**config.mk**
```make
export PLATFORM = sky130hd
export DESIGN_NAME = udp_ipv4_header_builder
export DESIGN_NICKNAME = d
export VERILOG_FILES = /design/src/rtl/uihb_pkg.sv /design/src/rtl/udp_ipv4_header_builder.sv /design/src/rtl/uihb_fifo.sv /design/src/rtl/uihb_front.sv /design/src/rtl/uihb_back.sv
export SDC_FILE = /design/constraint.sdc
export NUM_CORES = 1
export LEC_CHECK = 0
export BUFFER_PORTS_ARGS = -buffer_cell sky130_fd_sc_hd__buf_2
export CORE_UTILIZATION = 62
export DETAILED_ROUTE_END_ITERATION = 8
export PLACE_DENSITY = 0.83
export SYNTH_ARGS = -nofsm -noshare
export SYNTH_HDL_FRONTEND = slang
export SYNTH_SLANG_ARGS = --single-unit
export TNS_END_PERCENT = 1
```
**constraint.sdc**
```tcl
create_clock -name aclk -period 20.9 [get_ports aclk]
set_clock_uncertainty 0.05 [all_clocks]
set_input_delay 3.135 -clock aclk [delete_from_list [all_inputs] [get_ports aclk]]
set_output_delay 3.135 -clock aclk [all_outputs]
set_load 0.05 [all_outputs]
```
**src/rtl/uihb_pkg.sv**
```systemverilog
// ----------------------------------------------------------------------------
// uihb_pkg
// Shared types, constants and the ones-complement fold for the UDP/IPv4
// header builder.
// ----------------------------------------------------------------------------
package uihb_pkg;

    localparam int MAX_PAYLOAD = 1500;
    localparam int LEN_W       = 11;
    localparam logic [LEN_W-1:0] COUNT_MAX = {LEN_W{1'b1}};

    localparam logic [7:0] VER_IHL   = 8'h45;
    localparam logic [7:0] IP_TTL    = 8'd64;
    localparam logic [7:0] PROTO_UDP = 8'd17;

    localparam int SUM_W = 20;

    localparam int WORD_IDX_W = 3;
    localparam logic [WORD_IDX_W-1:0] WORD_IDX_LAST = WORD_IDX_W'(6);

    localparam int FIFO_AW    = 1;
    localparam int FIFO_DEPTH = 1 << FIFO_AW;

    typedef struct packed {
        logic             dropped;
        logic [LEN_W-1:0] len;
        logic [15:0]      psum;
        logic [31:0]      source_address;
        logic [15:0]      source_port;
        logic [31:0]      dest_address;
        logic [15:0]      dest_port;
        logic [15:0]      ident;
    } uihb_desc_t;

    function automatic logic [15:0] oc_fold(input logic [SUM_W-1:0] x);
        logic [16:0] s1;
        logic [15:0] s2;
        s1 = {1'b0, x[15:0]} + 17'(x[SUM_W-1:16]);
        s2 = s1[15:0] + 16'(s1[16]);
        return s2;
    endfunction

endpackage

```
**src/rtl/udp_ipv4_header_builder.sv**
```systemverilog
// ----------------------------------------------------------------------------
// udp_ipv4_header_builder
// Builds the 28-byte IPv4 plus UDP header for a payload streamed one byte at
// a time.
// ----------------------------------------------------------------------------
// The block takes one payload byte per cycle without pause while the packet
// descriptor queue (two entries) has room. For each packet it sends seven
// 32-bit header words, one per cycle unless m_ready holds the output, or a
// single word flagged as dropped when the payload is longer than the limit.
// After the transfer of the last payload byte, the first header word passes
// through the descriptor queue, the address sum, the wide checksum sums, the
// checksum fold in the word sequencer and the output register. The sequencer
// sends one word per cycle unless m_ready holds it, so a stream of packets
// shorter than seven bytes is paced by the header output.
module udp_ipv4_header_builder (
    input  logic        aclk,
    input  logic        aresetn,
    input  logic [7:0]  s_payload_byte,
    input  logic        s_last_byte,
    input  logic [31:0] s_source_address,
    input  logic [15:0] s_source_port,
    input  logic [31:0] s_dest_address,
    input  logic [15:0] s_dest_port,
    input  logic [15:0] s_ident,
    input  logic        s_valid,
    output logic        s_ready,
    output logic [31:0] m_header_word,
    output logic        m_word_last,
    output logic        m_dropped,
    output logic        m_valid,
    input  logic        m_ready
);
    import uihb_pkg::*;

    uihb_desc_t front_desc;
    logic       front_valid;
    logic       front_ready;
    uihb_desc_t back_desc;
    logic       back_valid;
    logic       back_ready;

    uihb_front u_front (
        .aclk             (aclk),
        .aresetn          (aresetn),
        .s_payload_byte   (s_payload_byte),
        .s_last_byte      (s_last_byte),
        .s_source_address (s_source_address),
        .s_source_port    (s_source_port),
        .s_dest_address   (s_dest_address),
        .s_dest_port      (s_dest_port),
        .s_ident          (s_ident),
        .s_valid          (s_valid),
        .s_ready          (s_ready),
        .desc             (front_desc),
        .desc_valid       (front_valid),
        .desc_ready       (front_ready)
    );

    uihb_fifo u_fifo (
        .aclk     (aclk),
        .aresetn  (aresetn),
        .wr_desc  (front_desc),
        .wr_valid (front_valid),
        .wr_ready (front_ready),
        .rd_desc  (back_desc),
        .rd_valid (back_valid),
        .rd_ready (back_ready)
    );

    uihb_back u_back (
        .aclk          (aclk),
        .aresetn       (aresetn),
        .desc          (back_desc),
        .desc_valid    (back_valid),
        .desc_ready    (back_ready),
        .m_header_word (m_header_word),
        .m_word_last   (m_word_last),
        .m_dropped     (m_dropped),
        .m_valid       (m_valid),
        .m_ready       (m_ready)
    );

endmodule

```
**src/rtl/uihb_fifo.sv**
```systemverilog
// ----------------------------------------------------------------------------
// uihb_fifo
// Short descriptor queue between the payload front end and the header back
// end.
// ----------------------------------------------------------------------------
module uihb_fifo (
    input  logic                 aclk,
    input  logic                 aresetn,
    input  uihb_pkg::uihb_desc_t wr_desc,
    input  logic                 wr_valid,
    output logic                 wr_ready,
    output uihb_pkg::uihb_desc_t rd_desc,
    output logic                 rd_valid,
    input  logic                 rd_ready
);
    import uihb_pkg::*;

    uihb_desc_t           mem_reg [FIFO_DEPTH];
    logic [FIFO_AW-1:0]   wr_ptr_reg, wr_ptr_next;
    logic [FIFO_AW-1:0]   rd_ptr_reg, rd_ptr_next;
    logic [FIFO_AW:0]     count_reg, count_next;
    logic                 push, pop;

    assign wr_ready = (count_reg != (FIFO_AW+1)'(FIFO_DEPTH));
    assign rd_valid = (count_reg != '0);
    assign rd_desc  = mem_reg[rd_ptr_reg];
    assign push     = wr_valid && wr_ready;
    assign pop      = rd_valid && rd_ready;

    always_comb begin
        wr_ptr_next = push ? wr_ptr_reg + 1'b1 : wr_ptr_reg;
        rd_ptr_next = pop ? rd_ptr_reg + 1'b1 : rd_ptr_reg;
        count_next  = count_reg;
        if (push && !pop) begin
            count_next = count_reg + 1'b1;
        end else if (pop && !push) begin
            count_next = count_reg - 1'b1;
        end
    end

    always_ff @(posedge aclk) begin
        if (!aresetn) begin
            wr_ptr_reg <= '0;
            rd_ptr_reg <= '0;
            count_reg  <= '0;
        end else begin
            wr_ptr_reg <= wr_ptr_next;
            rd_ptr_reg <= rd_ptr_next;
            count_reg  <= count_next;
        end
    end

    always_ff @(posedge aclk) begin
        if (push) begin
            mem_reg[wr_ptr_reg] <= wr_desc;
        end
    end

endmodule

```
**src/rtl/uihb_front.sv**
```systemverilog
// ----------------------------------------------------------------------------
// uihb_front
// Accepts payload bytes, keeps the running ones-complement sum and byte count,
// and queues one packet descriptor per last byte.
// ----------------------------------------------------------------------------
module uihb_front (
    input  logic                 aclk,
    input  logic                 aresetn,
    input  logic [7:0]           s_payload_byte,
    input  logic                 s_last_byte,
    input  logic [31:0]          s_source_address,
    input  logic [15:0]          s_source_port,
    input  logic [31:0]          s_dest_address,
    input  logic [15:0]          s_dest_port,
    input  logic [15:0]          s_ident,
    input  logic                 s_valid,
    output logic                 s_ready,
    output uihb_pkg::uihb_desc_t desc,
    output logic                 desc_valid,
    input  logic                 desc_ready
);
    import uihb_pkg::*;

    logic [15:0]      running_sum_reg, running_sum_next;
    logic [LEN_W-1:0] byte_count_reg, byte_count_next;
    logic [7:0]       held_byte_reg, held_byte_next;
    logic             odd_pending_reg, odd_pending_next;

    logic             accept;
    logic [LEN_W-1:0] count_inc;
    logic [15:0]      pair_word;
    logic [16:0]      sum_add;
    logic [15:0]      sum_fold;

    assign s_ready = desc_ready;
    assign accept  = s_valid && s_ready;

    assign count_inc = (byte_count_reg == COUNT_MAX) ? byte_count_reg
                                                     : byte_count_reg + 1'b1;
    assign pair_word = odd_pending_reg ? {held_byte_reg, s_payload_byte}
                                       : {s_payload_byte, 8'h00};
    assign sum_add   = {1'b0, running_sum_reg} + {1'b0, pair_word};
    assign sum_fold  = oc_fold(SUM_W'(sum_add));

    assign desc_valid          = accept && s_last_byte;
    assign desc.dropped        = (32'(count_inc) > 32'(MAX_PAYLOAD));
    assign desc.len            = count_inc;
    assign desc.psum           = sum_fold;
    assign desc.source_address = s_source_address;
    assign desc.source_port    = s_source_port;
    assign desc.dest_address   = s_dest_address;
    assign desc.dest_port      = s_dest_port;
    assign desc.ident          = s_ident;

    always_comb begin
        running_sum_next = running_sum_reg;
        byte_count_next  = byte_count_reg;
        held_byte_next   = held_byte_reg;
        odd_pending_next = odd_pending_reg;
        if (accept) begin
            if (s_last_byte) begin
                running_sum_next = '0;
                byte_count_next  = '0;
                held_byte_next   = '0;
                odd_pending_next = 1'b0;
            end else begin
                byte_count_next = count_inc;
                if (odd_pending_reg) begin
                    running_sum_next = sum_fold;
                    held_byte_next   = '0;
                    odd_pending_next = 1'b0;
                end else begin
                    held_byte_next   = s_payload_byte;
                    odd_pending_next = 1'b1;
                end
            end
        end
    end

    always_ff @(posedge aclk) begin
        if (!aresetn) begin
            running_sum_reg <= '0;
            byte_count_reg  <= '0;
            held_byte_reg   <= '0;
            odd_pending_reg <= 1'b0;
        end else begin
            running_sum_reg <= running_sum_next;
            byte_count_reg  <= byte_count_next;
            held_byte_reg   <= held_byte_next;
            odd_pending_reg <= odd_pending_next;
        end
    end

endmodule

```
**src/rtl/uihb_back.sv**
```systemverilog
// ----------------------------------------------------------------------------
// uihb_back
// Checksum pipeline and word sequencer: sums the header terms over two
// stages, folds them, and sends the seven header words, or a single word for
// a dropped packet, through an output register.
// ----------------------------------------------------------------------------
module uihb_back (
    input  logic                 aclk,
    input  logic                 aresetn,
    input  uihb_pkg::uihb_desc_t desc,
    input  logic                 desc_valid,
    output logic                 desc_ready,
    output logic [31:0]          m_header_word,
    output logic                 m_word_last,
    output logic                 m_dropped,
    output logic                 m_valid,
    input  logic                 m_ready
);
    import uihb_pkg::*;

    localparam logic [SUM_W-1:0] IP_SUM_CONST =
        SUM_W'({VER_IHL, 8'h00}) + SUM_W'({IP_TTL, PROTO_UDP});

    // Stage 1: address sum and lengths.
    logic             s1_valid_reg, s1_valid_next;
    uihb_desc_t       s1_desc_reg;
    logic [SUM_W-1:0] s1_addr_sum_reg;
    logic [15:0]      s1_tot_reg;
    logic [15:0]      s1_ulen_reg;
    logic             s1_ready;

    // Stage 2: wide checksum sums.
    logic             s2_valid_reg, s2_valid_next;
    uihb_desc_t       s2_desc_reg;
    logic [15:0]      s2_tot_reg;
    logic [15:0]      s2_ulen_reg;
    logic [SUM_W-1:0] s2_ip_sum_reg;
    logic [SUM_W-1:0] s2_udp_sum_reg;
    logic             s2_ready;

    // Word sequencer.
    logic                  em_busy_reg, em_busy_next;
    logic [WORD_IDX_W-1:0] em_idx_reg, em_idx_next;
    uihb_desc_t            em_desc_reg;
    logic [15:0]           em_tot_reg;
    logic [15:0]           em_ulen_reg;
    logic [15:0]           em_ipc_reg;
    logic [15:0]           em_udc_reg;

    logic        m_valid_reg, m_valid_next;
    logic [31:0] m_header_word_reg;
    logic        m_word_last_reg;
    logic        m_dropped_reg;

    logic        s1_load, s2_load, em_load, out_free, em_step, em_finish;
    logic        em_is_last;
    logic [15:0] ip_fold, udp_fold, udc_raw;
    logic [31:0] word_sel;

    assign out_free   = !m_valid_reg || m_ready;
    assign em_is_last = em_desc_reg.dropped || (em_idx_reg == WORD_IDX_LAST);
    assign em_step    = em_busy_reg && out_free;
    assign em_finish  = em_step && em_is_last;
    assign em_load    = s2_valid_reg && (!em_busy_reg || em_finish);

    assign s2_ready   = !s2_valid_reg || em_load;
    assign s2_load    = s1_valid_reg && s2_ready;
    assign s1_ready   = !s1_valid_reg || s2_load;
    assign desc_ready = s1_ready;
    assign s1_load    = desc_valid && s1_ready;

    assign ip_fold  = oc_fold(s2_ip_sum_reg);
    assign udp_fold = oc_fold(s2_udp_sum_reg);
    assign udc_raw  = ~udp_fold;

    always_comb begin
        case (em_idx_reg)
            3'd0:    word_sel = {VER_IHL, 8'h00, em_tot_reg};
            3'd1:    word_sel = {em_desc_reg.ident, 16'h0000};
            3'd2:    word_sel = {IP_TTL, PROTO_UDP, em_ipc_reg};
            3'd3:    word_sel = em_desc_reg.source_address;
            3'd4:    word_sel = em_desc_reg.dest_address;
            3'd5:    word_sel = {em_desc_reg.source_port, em_desc_reg.dest_port};
            default: word_sel = {em_ulen_reg, em_udc_reg};
        endcase
    end

    always_comb begin
        s1_valid_next = s1_valid_reg;
        if (s1_load) begin
            s1_valid_next = 1'b1;
        end else if (s2_load) begin
            s1_valid_next = 1'b0;
        end

        s2_valid_next = s2_valid_reg;
        if (s2_load) begin
            s2_valid_next = 1'b1;
        end else if (em_load) begin
            s2_valid_next = 1'b0;
        end

        em_busy_next = em_busy_reg;
        em_idx_next  = em_idx_reg;
        if (em_load) begin
            em_busy_next = 1'b1;
            em_idx_next  = '0;
        end else if (em_finish) begin
            em_busy_next = 1'b0;
        end else if (em_step) begin
            em_idx_next = em_idx_reg + 1'b1;
        end

        m_valid_next = m_valid_reg;
        if (out_free) begin
            m_valid_next = em_busy_reg;
        end
    end

    always_ff @(posedge aclk) begin
        if (!aresetn) begin
            s1_valid_reg <= 1'b0;
            s2_valid_reg <= 1'b0;
            em_busy_reg  <= 1'b0;
            em_idx_reg   <= '0;
            m_valid_reg  <= 1'b0;
        end else begin
            s1_valid_reg <= s1_valid_next;
            s2_valid_reg <= s2_valid_next;
            em_busy_reg  <= em_busy_next;
            em_idx_reg   <= em_idx_next;
            m_valid_reg  <= m_valid_next;
        end
    end

    always_ff @(posedge aclk) begin
        if (s1_load) begin
            s1_desc_reg     <= desc;
            s1_addr_sum_reg <= SUM_W'(desc.source_address[31:16])
                             + SUM_W'(desc.source_address[15:0])
                             + SUM_W'(desc.dest_address[31:16])
                             + SUM_W'(desc.dest_address[15:0]);
            s1_tot_reg      <= 16'(desc.len) + 16'd28;
            s1_ulen_reg     <= 16'(desc.len) + 16'd8;
        end
        if (s2_load) begin
            s2_desc_reg    <= s1_desc_reg;
            s2_tot_reg     <= s1_tot_reg;
            s2_ulen_reg    <= s1_ulen_reg;
            s2_ip_sum_reg  <= s1_addr_sum_reg + IP_SUM_CONST
                            + SUM_W'(s1_tot_reg)
                            + SUM_W'(s1_desc_reg.ident);
            s2_udp_sum_reg <= s1_addr_sum_reg
                            + SUM_W'(s1_desc_reg.psum)
                            + SUM_W'(PROTO_UDP)
                            + SUM_W'({s1_ulen_reg, 1'b0})
                            + SUM_W'(s1_desc_reg.source_port)
                            + SUM_W'(s1_desc_reg.dest_port);
        end
        if (em_load) begin
            em_desc_reg <= s2_desc_reg;
            em_tot_reg  <= s2_tot_reg;
            em_ulen_reg <= s2_ulen_reg;
            em_ipc_reg  <= ~ip_fold;
            em_udc_reg  <= (udc_raw == 16'h0000) ? 16'hffff : udc_raw;
        end
        if (em_step) begin
            m_header_word_reg <= em_desc_reg.dropped ? 32'h0 : word_sel;
            m_word_last_reg   <= em_is_last;
            m_dropped_reg     <= em_desc_reg.dropped;
        end
    end

    assign m_valid       = m_valid_reg;
    assign m_header_word = m_header_word_reg;
    assign m_word_last   = m_word_last_reg;
    assign m_dropped     = m_dropped_reg;

endmodule
```
==> impl_metrics.toml <==
[outcome]
outcome = "completed"

[worst_hold_path]
hp-class = "flop to flop"
hold_start = "u_back.s2_desc_reg[0]"
whs_endpoint = "u_back.em_desc_reg[0]"
hold_path_depth = 0

[global_route]
grt_max_degree = 175
antenna_found_initial = 4
grt_overflow_total = 0
grt_pass1_wl_um = 132000
grt_usage = 0.281
grt_pass1_vias = 22400

[clock_network]
postCtsSetupBuffers = 0
cts-root-buf = "clkbuf_16"
cts_made_buffers = 86
cts_max_level = 3
cts_hold_buf = 0
ctsResizeCount = 0
clk_pin_slew_ns = 0.06
clkSinkCount = 872
cts_buffer_depth = 3
cts_tree = "yes"
clk_latency_ns = 0.65

[setup_path]
crit_path_max_fanout = 7
critPathRequiredTime_ns = 21.21
crit_type = "primary input to flop"
reg2reg_from = "u_front.odd_pending_reg"
crit_path_start_kind = "primary input"
r2r-end = "u_fifo.mem_reg[0][127]"
cp.arrival_ns = 8.41
worstRegToRegCells = 24
r2r_slack_ns = 14.50
crit_path_end_kind = "flop"

[synth]
synth_top_family_by_area = "adder cells"
netlist.area_leader.share = 0.645
yosysMostFrequentCell = "edfxtp_1"
synth_ff_type = "edfxtp_1"
synth-simple-area-share = 0.0664
synthesis.instances = 2529
yosysTopAreaCell = "edfxtp_1"
synth_adder_area_share = 0.0891
ys_ff_latch = 872
ys_warn_count = 0
yosys-top-cells-count = "824 x edfxtp_1, 168 x inv_1, 149 x ha_1, 143 x nand2_1, 140 x mux2_2"
ys_types = 97
post_synth.cell_area_avg_sq_um = 15.2
synthMuxAreaShare = 0.0474
synthXorXnorAreaFrac = 0.0334
synth_edf_count = 824
synth_compound_area_frac = 0.0702
synth_nets = 2880
seq_area_frac_synth = 0.670
syn_area_sq_um = 38400
ys_async_sr_fraction = 0
synthTopCellsByArea = "edfxtp_1 65%, ha_1 4.9%, mux2_2 4.1%, fa_1 4.0%, dfxtp_1 2.5%"

[route]
vias_per_cell = 6.15
drt_first_pass_iters = 7
drc = 0
via_count = 22000
initialDrtViolationCount = 2259
wl_per_cell_um = 24.2
drtAntennaViolNets = 0
wl_um = 86500

[run]
drv_cap = 0

[floorplanning]
dieArea_sq_um = 62900
die_w_um = 251
dieHeight_um = 251
core_area_sq_um = 60700
rows = 90
io_pins = 161
start_util = 0.632

[sta]
tns_ns = 0
fmaxAchievable_ghz = 0.123
fin_crit_sh = 0.388
hold_viol_final = 0
finalSetupViolCount = 0
fin_crit_ns = 8.10
tightestPinTransition_ns = 1.35
slew-limit-headroom = 0.0912
drv_slew = 0
rsz0062_at_grt = "no"

[final_layout]
largest_reg_flops = 280
synthToLayoutAreaGrowth_pct = 12.0
diodes = 0
fill_cells = 3761
fin_area_sq_um = 43000
drive_gt1_frac = 0.177
nets = 3079

[place]
io_buffers = 160
place_area_sq_um = 40100
dp_hpwl_um = 59300
place_congestion = 0.913
## per-stage QoR
| stage | cells | setup WS, ns | hold slack, ns | utilization |
|---|---|---|---|---|
| after floorplan | 2529 | 3.92 | 0.350 | - |
| after global placement | 3422 | 12.20 | 0.351 | 0.661 |
| after detailed placement | 3422 | 12.13 | 0.355 | 0.661 |
| after CTS | 3579 | 12.78 | 0.359 | 0.708 |
| after global routing | 3579 | 12.34 | 0.374 | 0.708 |
| final | 3579 | 12.80 | 0.362 | 0.708 |
## final cells by class
type / count / area, sq um / area share
flip-flops and latches: 872 / 25700 / 0.598
multi-input cells: 1419 / 11800 / 0.275
clock buffers: 110 / 2300 / 0.0536
well taps: 782 / 978 / 0.0228
repair buffers: 180 / 976 / 0.0227
inverters: 169 / 639 / 0.0149
clock inverters: 47 / 551 / 0.0128
## worst max path at each step
stage / startpoint / endpoint
6_report: s_payload_byte[3] / u_fifo.mem_reg[0][127]
5_1_grt: s_payload_byte[3] / u_fifo.mem_reg[1][127]
4_1_cts: s_payload_byte[3] / u_fifo.mem_reg[0][127]
3_5_place_dp: s_payload_byte[3] / u_fifo.mem_reg[0][127]
3_3_place_gp: s_payload_byte[3] / u_fifo.mem_reg[0][127]
2_1_floorplan: m_ready / u_back.s2_desc_reg[0]
## cells in the final DEF, fill, tap and decap left out, types with 16 or more instances in the layout
cell type	n
mux2_2	140
nand2_1	143
buf_2	160
a222oi_1	20
a21o_1	26
xor2_1	51
a31oi_1	39
a22oi_1	28
nor2_1	99
nor3_1	39
fa_1	77
dfxtp_1	47
clkbuf_16	87
a21oi_1	86
edfxtp_1	824
ha_1	148
xnor2_1	89
clkbuf_1	19
nand3_1	60
and2_1	17
o21ai_0	39
and3_1	27
mux2i_1	24
inv_1	167
buf_4	18
nor4_1	16
## logic make-up (layout without fill, tap and decap cells)
| logic type | count (synthesis) | after routing |
|---|---|---|
| compound gates | 377 | 377 |
| simple gates | 508 | 508 |
| mux | 164 | 164 |
| fa+ha+maj | 227 | 227 |
| flops | 872 | 872 |
| buf+inv | 238 | 506 |
| xor+xnor | 143 | 143 |
## per-layer routing
| layer | share of wire | track usage | wire length (um) | vias to the layer above |
|---|---|---|---|---|
| li1 | - | - | - | 9944 |
| met1 | 0.39 | 0.373 | 34100 | 10900 |
| met2 | 0.49 | 0.464 | 42400 | 991 |
| met3 | 0.075 | 0.0449 | 6440 | 185 |
| met4 | 0.041 | 0.123 | 3520 | 2 |
| met5 | 0.00020 | 0 | 17 | - |
## worst max-delay path, stage by stage
cell and delay, ns:
buf_2 0.13, and2_1 0.16, ha_1 0.41, o21ai_1 0.21, o21ai_2 0.34, a311oi_1 0.18
o21ai_1 0.20, a31oi_1 0.13, o21bai_1 0.21, ha_1 0.20, ha_1 0.24, o211ai_1 0.12
nor4_2 0.42, nand3_1 0.21, nor2_1 0.21, nand4b_1 0.17, nor3_1 0.33, ha_1 0.22
and3_1 0.18, and3_1 0.23, o2111a_1 0.29, nand4_1 0.16, a21oi_1 0.21, xnor2_1 0.10
Power is left out: the tool's default activity adds up to more than one toggle a clock period on the data nets, which glitch-free logic cannot reach.
